==> src/rtl/dtjq_pkg.sv <==
// Shared types and constants for the due-time job queue.
// Used by dtjq_mem and due_time_job_queue_unit; depends on nothing.
`default_nettype none

package dtjq_pkg;

  // Request kinds carried on the input tuser.
  localparam logic [1:0] REQ_INSERT = 2'd0;
  localparam logic [1:0] REQ_REMOVE = 2'd1;
  localparam logic [1:0] REQ_POLL   = 2'd2;

  // Result status codes.
  localparam logic [1:0] ST_OK        = 2'd0;
  localparam logic [1:0] ST_FULL      = 2'd1;
  localparam logic [1:0] ST_NOT_FOUND = 2'd2;

  // Configuration register indexes.
  localparam logic [1:0] CFG_LOOKAHEAD = 2'd0;
  localparam logic [1:0] CFG_SLEEP_CAP = 2'd1;

  // Reset values of the configuration registers.
  localparam logic [7:0]  LOOKAHEAD_RST = 8'd5;
  localparam logic [15:0] SLEEP_CAP_RST = 16'd60;

  // Most jobs one poll may pop.
  localparam int unsigned MAX_RESULTS = 32;

  // Field widths.
  localparam int unsigned ID_W   = 16;
  localparam int unsigned TIME_W = 32;

  // One stored memory word: due time above job id.
  typedef struct packed {
    logic [TIME_W-1:0] due_time;
    logic [ID_W-1:0]   job_id;
  } entry_t;

  // One result word.
  typedef struct packed {
    logic        job_valid;
    logic [15:0] job_out;
    logic [15:0] sleep_time;
    logic        wake;
    logic [1:0]  status;
    logic        last;
  } res_t;

endpackage

`default_nettype wire

==> src/rtl/due_time_job_queue_unit.sv <==
// Top level of the due-time job queue: sequencer around a circular entry store.
// Depends on dtjq_pkg and dtjq_mem.
//
// Usage: requests enter on the s_axis stream (tuser = request kind), results
// leave on the m_axis stream, tlast marking the final word of a request.
// Configuration (lookahead, sleep cap) is written on the cfg channel, which
// is ready only while the sequencer is idle and no request is offered.
// The queue is a ring in one memory with a registered read; every memory
// step is a read state followed by an evaluate-and-write-back state.
// Insert walks back from the tail, moving each entry with a later due time
// back one slot, then writes the new entry into the free slot. Remove
// searches from the head for the first matching id, then moves each later
// entry forward one slot, or answers not found when no id matches. Poll
// pops due entries from the head, holding the last popped id back until an
// entry that is not yet due, an empty queue or the pop limit ends the walk;
// a poll that finds nothing due answers with a sleep time.
// A full insert, an empty remove or an empty poll answers with no memory step.
// The block takes one request at a time; s_axis_tready is high only while
// the sequencer is idle, so the next request can be taken in the cycle after
// the final word is loaded. A stalled receiver holds the result register, and
// the sequencer waits for it before it retires the next popped entry.
// Reset empties the queue at once (no clearing pass) and restores the
// configuration defaults; stored words are never read before written.
`default_nettype none

module due_time_job_queue_unit #(
  parameter int unsigned JOBS = 32
) (
  input  wire logic        clk_i,
  input  wire logic        rst_ni,
  // Request stream.
  input  wire logic        s_axis_tvalid,
  output logic             s_axis_tready,
  input  wire logic [79:0] s_axis_tdata,   // job_id[15:0], due_time[47:16], now[79:48]
  input  wire logic [1:0]  s_axis_tuser,   // req_type[1:0]
  // Result stream.
  output logic             m_axis_tvalid,
  input  wire logic        m_axis_tready,
  output logic [39:0]      m_axis_tdata,   // job_out[15:0], sleep_time[31:16], wake[32],
                                           // status[34:33], zero[39:35]
  output logic             m_axis_tuser,   // job_valid
  output logic             m_axis_tlast,
  // Configuration writes.
  input  wire logic        cfg_valid_i,
  output logic             cfg_ready_o,
  input  wire logic [1:0]  cfg_index_i,
  input  wire logic [15:0] cfg_data_i
);

  localparam int unsigned IW = (JOBS > 1) ? $clog2(JOBS) : 1;
  localparam int unsigned CW = $clog2(JOBS + 1);
  localparam int unsigned NW = $clog2(dtjq_pkg::MAX_RESULTS + 1);
  localparam logic [CW-1:0] FULL_CNT = CW'(JOBS);
  localparam logic [NW-1:0] MAX_N    = NW'(dtjq_pkg::MAX_RESULTS);

  // Sequencer states.
  localparam logic [3:0] S_IDLE   = 4'd0;
  localparam logic [3:0] S_EMIT   = 4'd1;
  localparam logic [3:0] S_INS_RD = 4'd2;
  localparam logic [3:0] S_INS_EV = 4'd3;
  localparam logic [3:0] S_PUT    = 4'd4;
  localparam logic [3:0] S_REM_RD = 4'd5;
  localparam logic [3:0] S_REM_EV = 4'd6;
  localparam logic [3:0] S_SH_RD  = 4'd7;
  localparam logic [3:0] S_SH_EV  = 4'd8;
  localparam logic [3:0] S_PL_RD  = 4'd9;
  localparam logic [3:0] S_PL_EV  = 4'd10;
  localparam logic [3:0] S_PL_FIN = 4'd11;

  // Ring position of a logical slot.
  function automatic logic [IW-1:0] phys(input logic [IW-1:0] head, input logic [IW-1:0] k);
    logic [IW:0] sum;
    sum = {1'b0, head} + {1'b0, k};
    if (sum >= (IW+1)'(JOBS)) begin
      sum = sum - (IW+1)'(JOBS);
    end
    return sum[IW-1:0];
  endfunction

  logic [3:0]        state_q, state_d;
  logic [IW-1:0]     head_q, head_d;
  logic [CW-1:0]     count_q, count_d;
  logic [IW-1:0]     k_q, k_d;
  logic [NW-1:0]     n_q, n_d;
  logic              pend_v_q, pend_v_d;
  logic [15:0]       pend_id_q, pend_id_d;
  logic [15:0]       id_q, id_d;
  logic [31:0]       due_q, due_d;
  logic [31:0]       now_q, now_d;
  logic [7:0]        lookahead_q;
  logic [15:0]       sleep_cap_q;
  dtjq_pkg::res_t    res_q, res_d;
  dtjq_pkg::res_t    out_q, out_d;
  logic              out_v_q, out_v_d;

  logic              ld;
  dtjq_pkg::res_t    ld_res;
  logic              out_free;
  logic              we, re;
  logic [IW-1:0]     waddr, raddr;
  dtjq_pkg::entry_t  wdata, rdata;
  logic [32:0]       limit;
  logic              is_due;
  logic [31:0]       gap;
  logic [15:0]       sleep_v;
  logic [IW-1:0]     head_inc;
  logic [CW-1:0]     k_ext;

  dtjq_mem #(
    .DEPTH (JOBS),
    .AW    (IW)
  ) u_mem (
    .clk_i   (clk_i),
    .we_i    (we),
    .waddr_i (waddr),
    .wdata_i (wdata),
    .re_i    (re),
    .raddr_i (raddr),
    .rdata_o (rdata)
  );

  // Helpers on the word just read.
  assign limit    = {1'b0, now_q} + 33'(lookahead_q);
  assign is_due   = ({1'b0, rdata.due_time} <= limit);
  assign gap      = rdata.due_time - now_q;
  assign sleep_v  = (gap < {16'd0, sleep_cap_q}) ? gap[15:0] : sleep_cap_q;
  assign head_inc = (head_q == IW'(JOBS - 1)) ? '0 : head_q + 1'b1;
  assign k_ext    = CW'(k_q);
  assign out_free = !out_v_q || m_axis_tready;

  // Sequencer.
  always_comb begin
    state_d   = state_q;
    head_d    = head_q;
    count_d   = count_q;
    k_d       = k_q;
    n_d       = n_q;
    pend_v_d  = pend_v_q;
    pend_id_d = pend_id_q;
    id_d      = id_q;
    due_d     = due_q;
    now_d     = now_q;
    res_d     = res_q;
    ld        = 1'b0;
    ld_res    = '0;
    we        = 1'b0;
    waddr     = '0;
    wdata     = rdata;
    re        = 1'b0;
    raddr     = '0;

    case (state_q)
      S_IDLE: begin
        if (s_axis_tvalid) begin
          id_d  = s_axis_tdata[15:0];
          due_d = s_axis_tdata[47:16];
          now_d = s_axis_tdata[79:48];
          res_d = '0;
          res_d.last = 1'b1;
          k_d = '0;
          n_d = '0;
          case (s_axis_tuser)
            dtjq_pkg::REQ_INSERT: begin
              if (count_q == FULL_CNT) begin
                res_d.status = dtjq_pkg::ST_FULL;
                state_d = S_EMIT;
              end else if (count_q == '0) begin
                state_d = S_PUT;
              end else begin
                k_d = IW'(count_q - 1'b1);
                state_d = S_INS_RD;
              end
            end
            dtjq_pkg::REQ_REMOVE: begin
              if (count_q == '0) begin
                res_d.status = dtjq_pkg::ST_NOT_FOUND;
                state_d = S_EMIT;
              end else begin
                state_d = S_REM_RD;
              end
            end
            dtjq_pkg::REQ_POLL: begin
              if (count_q == '0) begin
                res_d.sleep_time = sleep_cap_q;
                state_d = S_EMIT;
              end else begin
                state_d = S_PL_RD;
              end
            end
            default: begin
              state_d = S_IDLE;
            end
          endcase
        end
      end

      S_EMIT: begin
        if (out_free) begin
          ld = 1'b1;
          ld_res = res_q;
          state_d = S_IDLE;
        end
      end

      // Insert: walk back from the tail, moving later entries up one slot.
      S_INS_RD: begin
        re = 1'b1;
        raddr = phys(head_q, k_q);
        state_d = S_INS_EV;
      end

      S_INS_EV: begin
        if (rdata.due_time > due_q) begin
          we = 1'b1;
          waddr = phys(head_q, k_q + 1'b1);
          if (k_q == '0) begin
            state_d = S_PUT;
          end else begin
            k_d = k_q - 1'b1;
            state_d = S_INS_RD;
          end
        end else begin
          k_d = k_q + 1'b1;
          state_d = S_PUT;
        end
      end

      S_PUT: begin
        we = 1'b1;
        waddr = phys(head_q, k_q);
        wdata.due_time = due_q;
        wdata.job_id = id_q;
        count_d = count_q + 1'b1;
        res_d.wake = (k_q == '0);
        state_d = S_EMIT;
      end

      // Remove: search from the head for the first matching id.
      S_REM_RD: begin
        re = 1'b1;
        raddr = phys(head_q, k_q);
        state_d = S_REM_EV;
      end

      S_REM_EV: begin
        if (rdata.job_id == id_q) begin
          if (k_ext + 1'b1 == count_q) begin
            count_d = count_q - 1'b1;
            state_d = S_EMIT;
          end else begin
            state_d = S_SH_RD;
          end
        end else if (k_ext + 1'b1 == count_q) begin
          res_d.status = dtjq_pkg::ST_NOT_FOUND;
          state_d = S_EMIT;
        end else begin
          k_d = k_q + 1'b1;
          state_d = S_REM_RD;
        end
      end

      // Close the hole: move each later entry down one slot.
      S_SH_RD: begin
        re = 1'b1;
        raddr = phys(head_q, k_q + 1'b1);
        state_d = S_SH_EV;
      end

      S_SH_EV: begin
        we = 1'b1;
        waddr = phys(head_q, k_q);
        k_d = k_q + 1'b1;
        if (k_ext + 2'd2 == count_q) begin
          count_d = count_q - 1'b1;
          state_d = S_EMIT;
        end else begin
          state_d = S_SH_RD;
        end
      end

      // Poll: pop due entries from the head; one popped id is held back
      // until the next entry shows whether it is the final word.
      S_PL_RD: begin
        re = 1'b1;
        raddr = head_q;
        state_d = S_PL_EV;
      end

      S_PL_EV: begin
        if (is_due) begin
          if (!pend_v_q || out_free) begin
            if (pend_v_q) begin
              ld = 1'b1;
              ld_res.job_valid = 1'b1;
              ld_res.job_out = pend_id_q;
            end
            pend_v_d = 1'b1;
            pend_id_d = rdata.job_id;
            head_d = head_inc;
            count_d = count_q - 1'b1;
            n_d = n_q + 1'b1;
            if (count_q == CW'(1) || n_q + 1'b1 == MAX_N) begin
              state_d = S_PL_FIN;
            end else begin
              state_d = S_PL_RD;
            end
          end
        end else if (pend_v_q) begin
          state_d = S_PL_FIN;
        end else if (out_free) begin
          ld = 1'b1;
          ld_res.sleep_time = sleep_v;
          ld_res.last = 1'b1;
          state_d = S_IDLE;
        end
      end

      S_PL_FIN: begin
        if (out_free) begin
          ld = 1'b1;
          ld_res.job_valid = 1'b1;
          ld_res.job_out = pend_id_q;
          ld_res.last = 1'b1;
          pend_v_d = 1'b0;
          state_d = S_IDLE;
        end
      end

      default: begin
        state_d = S_IDLE;
      end
    endcase
  end

  // Result register.
  assign out_v_d = ld || (out_v_q && !m_axis_tready);
  assign out_d   = ld ? ld_res : out_q;

  always_ff @(posedge clk_i or negedge rst_ni) begin
    if (!rst_ni) begin
      state_q     <= S_IDLE;
      head_q      <= '0;
      count_q     <= '0;
      pend_v_q    <= 1'b0;
      out_v_q     <= 1'b0;
      lookahead_q <= dtjq_pkg::LOOKAHEAD_RST;
      sleep_cap_q <= dtjq_pkg::SLEEP_CAP_RST;
    end else begin
      state_q  <= state_d;
      head_q   <= head_d;
      count_q  <= count_d;
      pend_v_q <= pend_v_d;
      out_v_q  <= out_v_d;
      if (cfg_valid_i && cfg_ready_o && cfg_index_i == dtjq_pkg::CFG_LOOKAHEAD) begin
        lookahead_q <= cfg_data_i[7:0];
      end
      if (cfg_valid_i && cfg_ready_o && cfg_index_i == dtjq_pkg::CFG_SLEEP_CAP) begin
        sleep_cap_q <= cfg_data_i;
      end
    end
  end

  // Payload registers.
  always_ff @(posedge clk_i) begin
    k_q       <= k_d;
    n_q       <= n_d;
    pend_id_q <= pend_id_d;
    id_q      <= id_d;
    due_q     <= due_d;
    now_q     <= now_d;
    res_q     <= res_d;
    out_q     <= out_d;
  end

  // Configuration only lands between requests; an offered request goes first.
  assign s_axis_tready = (state_q == S_IDLE);
  assign cfg_ready_o   = (state_q == S_IDLE) && !s_axis_tvalid;
  assign m_axis_tvalid = out_v_q;
  assign m_axis_tuser  = out_q.job_valid;
  assign m_axis_tlast  = out_q.last;
  assign m_axis_tdata  = {5'd0, out_q.status, out_q.wake, out_q.sleep_time, out_q.job_out};

  // The fill count never passes the capacity.
  assert property (@(posedge clk_i) disable iff (!rst_ni) count_q <= FULL_CNT)
    else $error("entry count above capacity");

  // A full status only comes from an insert that met a full queue.
  assert property (@(posedge clk_i) disable iff (!rst_ni)
    (state_q == S_EMIT && res_q.status == dtjq_pkg::ST_FULL) |-> count_q == FULL_CNT)
    else $error("full status with room left");

  // A held-back popped id exists only while a poll is running.
  assert property (@(posedge clk_i) disable iff (!rst_ni)
    pend_v_q |-> (state_q == S_PL_RD || state_q == S_PL_EV || state_q == S_PL_FIN))
    else $error("pending pop outside a poll");

endmodule

`default_nettype wire

==> src/rtl/dtjq_mem.sv <==
// Entry store of the job queue: one write port, one read port, registered read.
// Depends on dtjq_pkg for the entry word type.
`default_nettype none

module dtjq_mem #(
  parameter int unsigned DEPTH = 32,
  parameter int unsigned AW    = 5
) (
  input  wire logic             clk_i,
  input  wire logic             we_i,
  input  wire logic [AW-1:0]    waddr_i,
  input  wire dtjq_pkg::entry_t wdata_i,
  input  wire logic             re_i,
  input  wire logic [AW-1:0]    raddr_i,
  output dtjq_pkg::entry_t      rdata_o
);

  dtjq_pkg::entry_t mem [DEPTH];
  dtjq_pkg::entry_t rdata_q;

  // Write port.
  always_ff @(posedge clk_i) begin
    if (we_i) begin
      mem[waddr_i] <= wdata_i;
    end
  end

  // Read port; the data holds until the next read.
  always_ff @(posedge clk_i) begin
    if (re_i) begin
      rdata_q <= mem[raddr_i];
    end
  end

  assign rdata_o = rdata_q;

endmodule

`default_nettype wire
==> config.mk <==
export PLATFORM = sky130hd
export DESIGN_NAME = due_time_job_queue_unit
export DESIGN_NICKNAME = d
export VERILOG_FILES = /design/src/rtl/dtjq_pkg.sv /design/src/rtl/due_time_job_queue_unit.sv /design/src/rtl/dtjq_mem.sv
export SDC_FILE = /design/constraint.sdc
export NUM_CORES = 2
export LEC_CHECK = 0
export BUFFER_PORTS_ARGS = -buffer_cell sky130_fd_sc_hd__buf_2
export CAP_MARGIN = 20
export CORE_MARGIN = 1.5
export CORE_UTILIZATION = 40
export DETAILED_ROUTE_END_ITERATION = 8
export PLACE_DENSITY_LB_ADDON = 0.25
export SLEW_MARGIN = 20
export SYNTH_ARGS = -nofsm -noshare
export SYNTH_HDL_FRONTEND = slang
export SYNTH_SLANG_ARGS = --single-unit
==> constraint.sdc <==
create_clock -name clk_i -period 15.6 [get_ports clk_i]
set_input_delay 2.34 -clock clk_i [delete_from_list [all_inputs] [get_ports clk_i]]
set_output_delay 2.34 -clock clk_i [all_outputs]
set_load 0.03 [all_outputs]
## After elaboration in Yosys (flattened, before gate mapping)

Memories as Yosys holds them, arrays and structs flattened. A register that Yosys moved wholly into a read port is not among the register bits.
Cells that the tools add are included.

- Register bits after elaboration: 204
- RAM bits: 1,536
- Input bits: 105
- Output and inout bits: 45
- Word-level logic and storage cells: 193
- Memories kept: 1

- Add/sub/neg operators: 14
- Order comparisons: 5
- Eq/ne operators: 32
- Mux-type cells: 80
- Reduce and logical (&&, ||, !) cells: 39

Memory list:

| memory | words | width | read ports | clocked after memory_dff | write ports | RTL line | text |
|---|---|---|---|---|---|---|---|
| u_mem.mem | 32 | 48 | 1 | 1 | 1 | dtjq_mem.sv:18 | `dtjq_pkg::entry_t mem [DEPTH];` |

Operators by type and width:

| cell | number |
|---|---|
| $mux W17 | 4 |
| $mux W16 | 4 |
| $mux W5 | 12 |
| $pmux W17 S3 | 1 |
| $mux W48 | 1 |
| $mux W6 | 8 |
| $pmux W4 S11 | 1 |
| $mux W4 | 9 |
| $add A32 B8 Y33 | 1 |
| $le A32 B33 Y1 | 1 |
| $gt A32 B32 Y1 | 1 |
| $lt A32 B16 Y1 | 1 |
| $pmux W16 S2 | 1 |
| $sub A32 B32 Y32 | 1 |
| $pmux W6 S4 | 1 |
| $mux W3 | 7 |
| $mux W20 | 1 |
| $pmux W5 S4 | 1 |
| $ne A2 B2 Y1 const B | 9 |
| $eq A16 B16 Y1 | 1 |
| $eq A4 B3 Y1 const B | 4 |
| $eq A4 B4 Y1 const B | 4 |
| $pmux W5 S3 | 1 |
| $sub A5 B1 Y5 const B | 3 |
| other kinds (40) | 92 |

## Logic depth before layout (Yosys ltp)

- Depth in word-level cells: 7
- Depth in mapped cells: 23

## Modules after synthesis

A second synthesis with hierarchy kept.

- Cells, all modules: 4,761
- Area total of the unflattened synthesis: 75,626.3 um^2

Modules (own cells, without submodules):

| module | times used | cells an instance | area each (um^2) | sequential area each (um^2) |
|---|---|---|---|---|
| dtjq_mem | 1 | 3,364 | 61,205.0 | 47,565.6 |
| due_time_job_queue_unit | 1 | 1,397 | 14,421.3 | 5,928.2 |

## Least setup slack after synthesis

No wires, ideal clock.

- Path kind: flip-flop to flip-flop
- From: reg u_mem.rdata_o[27] (netlist name)
- To: mem u_mem.mem[9][0] in the netlist's numbering, enable pin
- Arrival time: 5,999 ps
- Required time: 15,087 ps
- Slack: 9,089 ps
- Stages on the path, launching flop included: 12
- Path buffers: 1
- Cells stage by stage: edfxtp_1 > ha_1 > and3_1 > a221o_1 > a221oi_1 > a311oi_1 > o31a_1 > o211a_1 > clkbuf_1 > nand2_1 > o211ai_1 > nor3_1

- Longest elaborated chain between the ends: 5
- Elaborated cells between the ends (all ways): 7
- Classes of those cells: order compare (1); mux (6)

Ends and longest elaborated chain:

| what | RTL line | text |
|---|---|---|
| $gt A32 B32 Y1 (*) | due_time_job_queue_unit.sv:213 | `if (rdata.due_time > due_q) begin` |
| $mux W1 | due_time_job_queue_unit.sv:213 |  |
| $pmux W1 S2 | due_time_job_queue_unit.sv:152 | `case (state_q)` |
| $mux W1 | dtjq_mem.sv:23 | `if (we_i) begin` |
| $mux W1 (not written as such) | dtjq_mem.sv:24 | `mem[waddr_i] <= wdata_i;` |
| end: declaration | dtjq_mem.sv:18 |  |

Mark *: on every way between the ends. The rest lies on a longest branch, timed or not.

## Final worst setup path

- From: reg k_q[0]
- To: reg u_mem.rdata_o[26] (netlist name)

- Longest elaborated chain between the ends: 5
- Elaborated cells between the ends (all ways): 10
- Classes of those cells: add/sub (5); order compare (2); mux (3)

Ends and longest elaborated chain:

| what | RTL line | text |
|---|---|---|
| start: declaration | due_time_job_queue_unit.sv:83 | `logic [IW-1:0] k_q, k_d;` |
| start signal: assignment | due_time_job_queue_unit.sv:365 | `k_q <= k_d;` |
| $add A5 B1 Y5 | due_time_job_queue_unit.sv:265 | `raddr = phys(head_q, k_q + 1'b1);` |
| $add A5 B5 Y6 | due_time_job_queue_unit.sv:73 | `sum = {1'b0, head} + {1'b0, k};` |
| $sub A5 B1 Y5 or $ge A6 B6 Y1 (tied branches) | due_time_job_queue_unit.sv:75, due_time_job_queue_unit.sv:74 |  |
| $mux W5 | due_time_job_queue_unit.sv:74 | `if (sum >= (IW+1)'(JOBS)) begin` |
| $pmux W5 S3 (*) | due_time_job_queue_unit.sv:152 |  |

Marks and branches as above.
A chain may end at the register's enable or synchronous reset.

==> results.md <==
* Clk_skew at 0.04317 ns
* Tcrit/Tclk final at 0.4224
* EDFF count, synth at about 1700
* Die width at between 400 and 500 µm
* Syn_area_per_cell at 12.57 µm²
* XOR/XNOR Fraction of Synth Area at 0.01144
* Root Buffer: clkbuf_16
* Most common cell after layout, fill and taps aside: edfxtp_1
* Worst Path Max Fanout at around 190
* Synthesis-to-finish area growth at 12.69%
* DR vias/cell at between 5 and 6
* First-pass GRT wire length at approximately 320000 µm
* Max stage delay on crit path at approximately 0.75 ns
* CTS H-tree lvls at 4
* Final TNS setup at 0 ns
* Post-DP HPWL at roughly 120000 µm
* Post-cts resize count at 0
* CP Launch Point: k_q[0]
* Vias in the first global route at 47700
* # port buffers at ~140
* Power density cells at 216.8 nW/µm²
* Synth cell types at 88
* Share of post-route cells with drive strength above 1 at 0.1034
* Crit path arrival time at just over 7 ns
* Mux contribution to synthesized area at 0.007091
* Core ar. at about 190000 µm²
* Most frequent cells in the layout: edfxtp_1, nand2_1, nand3_1
* Drt drc at 0
* Peak supply drop at about 0.00022 V
* Slew HR at 0.2472
* Cells along the critical path: inv_1, ha_1, inv_1, fa_1, nor3_1, a221o_4, buf_4, buf_12, buf_4, nand2_1, and3_1, a311oi_1, a31oi_1, a21oi_1, a21o_1
* Least-Margin Pin Slew at between 1 and 1.5 ns
* I/O pin count at 150
* Layout Nets at about 6400
* Routed Antenna Nets at 0
* CTS hold repair buffers at 0
* Status: complete, no violations
* CTS tree: built
* Warnings from Yosys at 0
* Initial antenna violation count at 4
* Via Count at 50820
* Seq pwr share at 0.384
* Switching Fraction at 0.3947
* Routability Congestion at about 0.9
* Leakage power at about 31 nW
* Crit Reg-Reg Startpoint: k_q[0]
* Final core occ at 0.4537
* Worst min path class: flop to flop
* Clk pin slew, worst setup/hold paths at around 0.060 ns
* Setup violations, final at 0
* Setup WS post-layout at 9.011 ns
* Post-synthesis simple-gate area fraction at 0.1478
* Compound-gate portion of the synthesized area at 0.08550
* CP Class: flop to flop
* Adder-Cell Fraction of Synth Area at 0.02425
* Maximum clock path buffer count at 3
* Wire per inst at around 25 µm
* Filler cell count in the final layout at between 15000 and 20000
* Initial Util at 0.4026
* Post-CTS Setup Inserts at 0
* CP max-delay cell: buf_4
* Post-synth ARST share at 0.02293
* Main flop type after synthesis: edfxtp_1
* Worst Setup End Kind: flop
* RSZ-0062 raised after global routing: false
* Dpl cells at between 8000 and 9000
* Fin. Hold Viols at 0
* Tot GR Track Use at 0.2237
* Switching power total at about 7.4 mW
* Dpl ws at 9.145 ns
* Largest net degree at the start of global routing at about 190
* Total CTS buffers at approximately 180
* Final Critical Period at about 6.6 ns
* Internal power at around 11 mW
* Clock latency on the worst-skew pair at a little over 0.8 ns
* Largest family of logic cells by synthesized area: simple AND/OR/NAND/NOR gates
* Min-delay src: pend_id_q[0]
* # Max-Cap Violations at 0
* Grt ovf at 0
* Clock tree sinks at approximately 1800
* CP Data Required Time at ~16 ns
* DR iter-0 viols at 5962
* Clock Power Share at 0.228
* Site row count at 160
* Die area at 194100 µm²
* DR pass1 iterations at 6
* Die Y at about 440 µm
* Fmax at around 150 MHz
* Mapped Area at between 70000 and 80000 µm²
* Sequential-to-total area share from yosys stat at 0.6986
* Max Slew Vio Count at 0
* Synthesized instance count at 6093
* Post-route insts no fill at 8816
* Nature of the critical path startpoint: flop
* Final wirelength at around 220000 µm
* Number of synthesized register bits at approximately 1800
* Logic pwr share at 0.388
==> Yosys cell counts (96+ instances only) <==
library cell     n  area (µm²)
nand3_1        409        2047
a311oi_1       291        2549
edfxtp_1      1747       52460
a31oi_1        106       663.1
inv_1          111       416.7
nor2_1          99       371.6
a21oi_1        133       665.6
nand2_1       1713        6430
ha_1           142        1777
clkbuf_1       314        1179
a21o_1          96       720.7
and3_1         215        1345
==> worst max-delay path: cells and delay by family, from the launching register on <==
family                   cells  cell delay, ns
AO/OA/AOI/OAI                5            1.49
adder cells (fa/ha/maj)      2            0.91
buffers and inverters        5            2.32
flip-flops                   1            0.54
AND/OR/NAND/NOR              3            0.80
==> sequential cells by signal (all words and copies together), names as in the netlist, 8 cells and up <==
signal	count
id_q	16
u_mem.mem	1536
now_q	32
res_q	19
sleep_cap_q	16
m_axis_tdata	35
lookahead_q	8
u_mem.rdata_o	48
due_q	32
pend_id_q	16
==> layer usage <==
metal	GRT usage	share of wire	vias to the layer above	wire length, µm
met5	0	0	-	0
met4	0.05703	0.023	0	5181
met3	0.03646	0.076	330	16950
met2	0.3570	0.47	2070	103600
met1	0.3180	0.43	25700	96480
li1	-	-	22720	-
==> layout make-up <==
type	instances	area, µm²	share of cell area
Timing Repair Buffer	257	1710	0.01982
Clock inverter	107	997.2	0.01156
Inverter	111	419.2	0.004857
Sequential cell	1788	53490	0.6199
Tap cell	2511	3142	0.03641
Multi-Input combinational cell	3815	21770	0.2523
Clock buffer	225	4757	0.05513
Antenna cell	2	5.005	0.00005800
==> kinds of logic after synthesis <==
logic type | Yosys count
adders and majority gates | 146
AOI/OAI and AO/OA | 904
muxes | 51
xor gates and xnor gates | 100
and+or+nand+nor | 2609
other | 1
buffers and inverters | 494
DFF | 1788
==> path summary, 6_finish.rpt <==
| kind | slack (ns) | cells after the start | endpoint |
|---|---|---|---|
| max in group asynchronous | 13.63 | 1 | head_q[4] |
| min | 0.51 | 1 | m_axis_tdata[0] |
| min in group asynchronous | 1.55 | 1 | sleep_cap_q[0] |
| min reg2reg | 0.51 | 1 | m_axis_tdata[0] |
| max reg2reg | 9.01 | 15 | u_mem.rdata_o[26] |
| max | 9.01 | 15 | u_mem.rdata_o[26] |
==> stage by stage <==
stage               hold WS [ns]  total power, mW  area (µm²)
floorplan                 0.4723            11.90       76590
global placement          0.5028            14.32       80310
detailed placement        0.5008            14.43       80450
CTS                       0.5182            18.70       86200
global route              0.5311            19.65       86290
finish                    0.5141            18.71       86290
==> power groups by stage <==
| stage | Clock (mW) | Combinational [mW] | Sequential (mW) |
|---|---|---|---|
| 2_1_floorplan | 0 | 4.70 | 7.19 |
| 3_3_place_gp | 0 | 7.04 | 7.28 |
| 3_5_place_dp | 0 | 7.15 | 7.28 |
| 4_1_cts | 4.33 | 7.18 | 7.19 |
| 5_1_grt | 4.51 | 7.90 | 7.24 |
| 6_report | 4.26 | 7.26 | 7.19 |
Note: power is estimated with default switching activity, not from simulation.
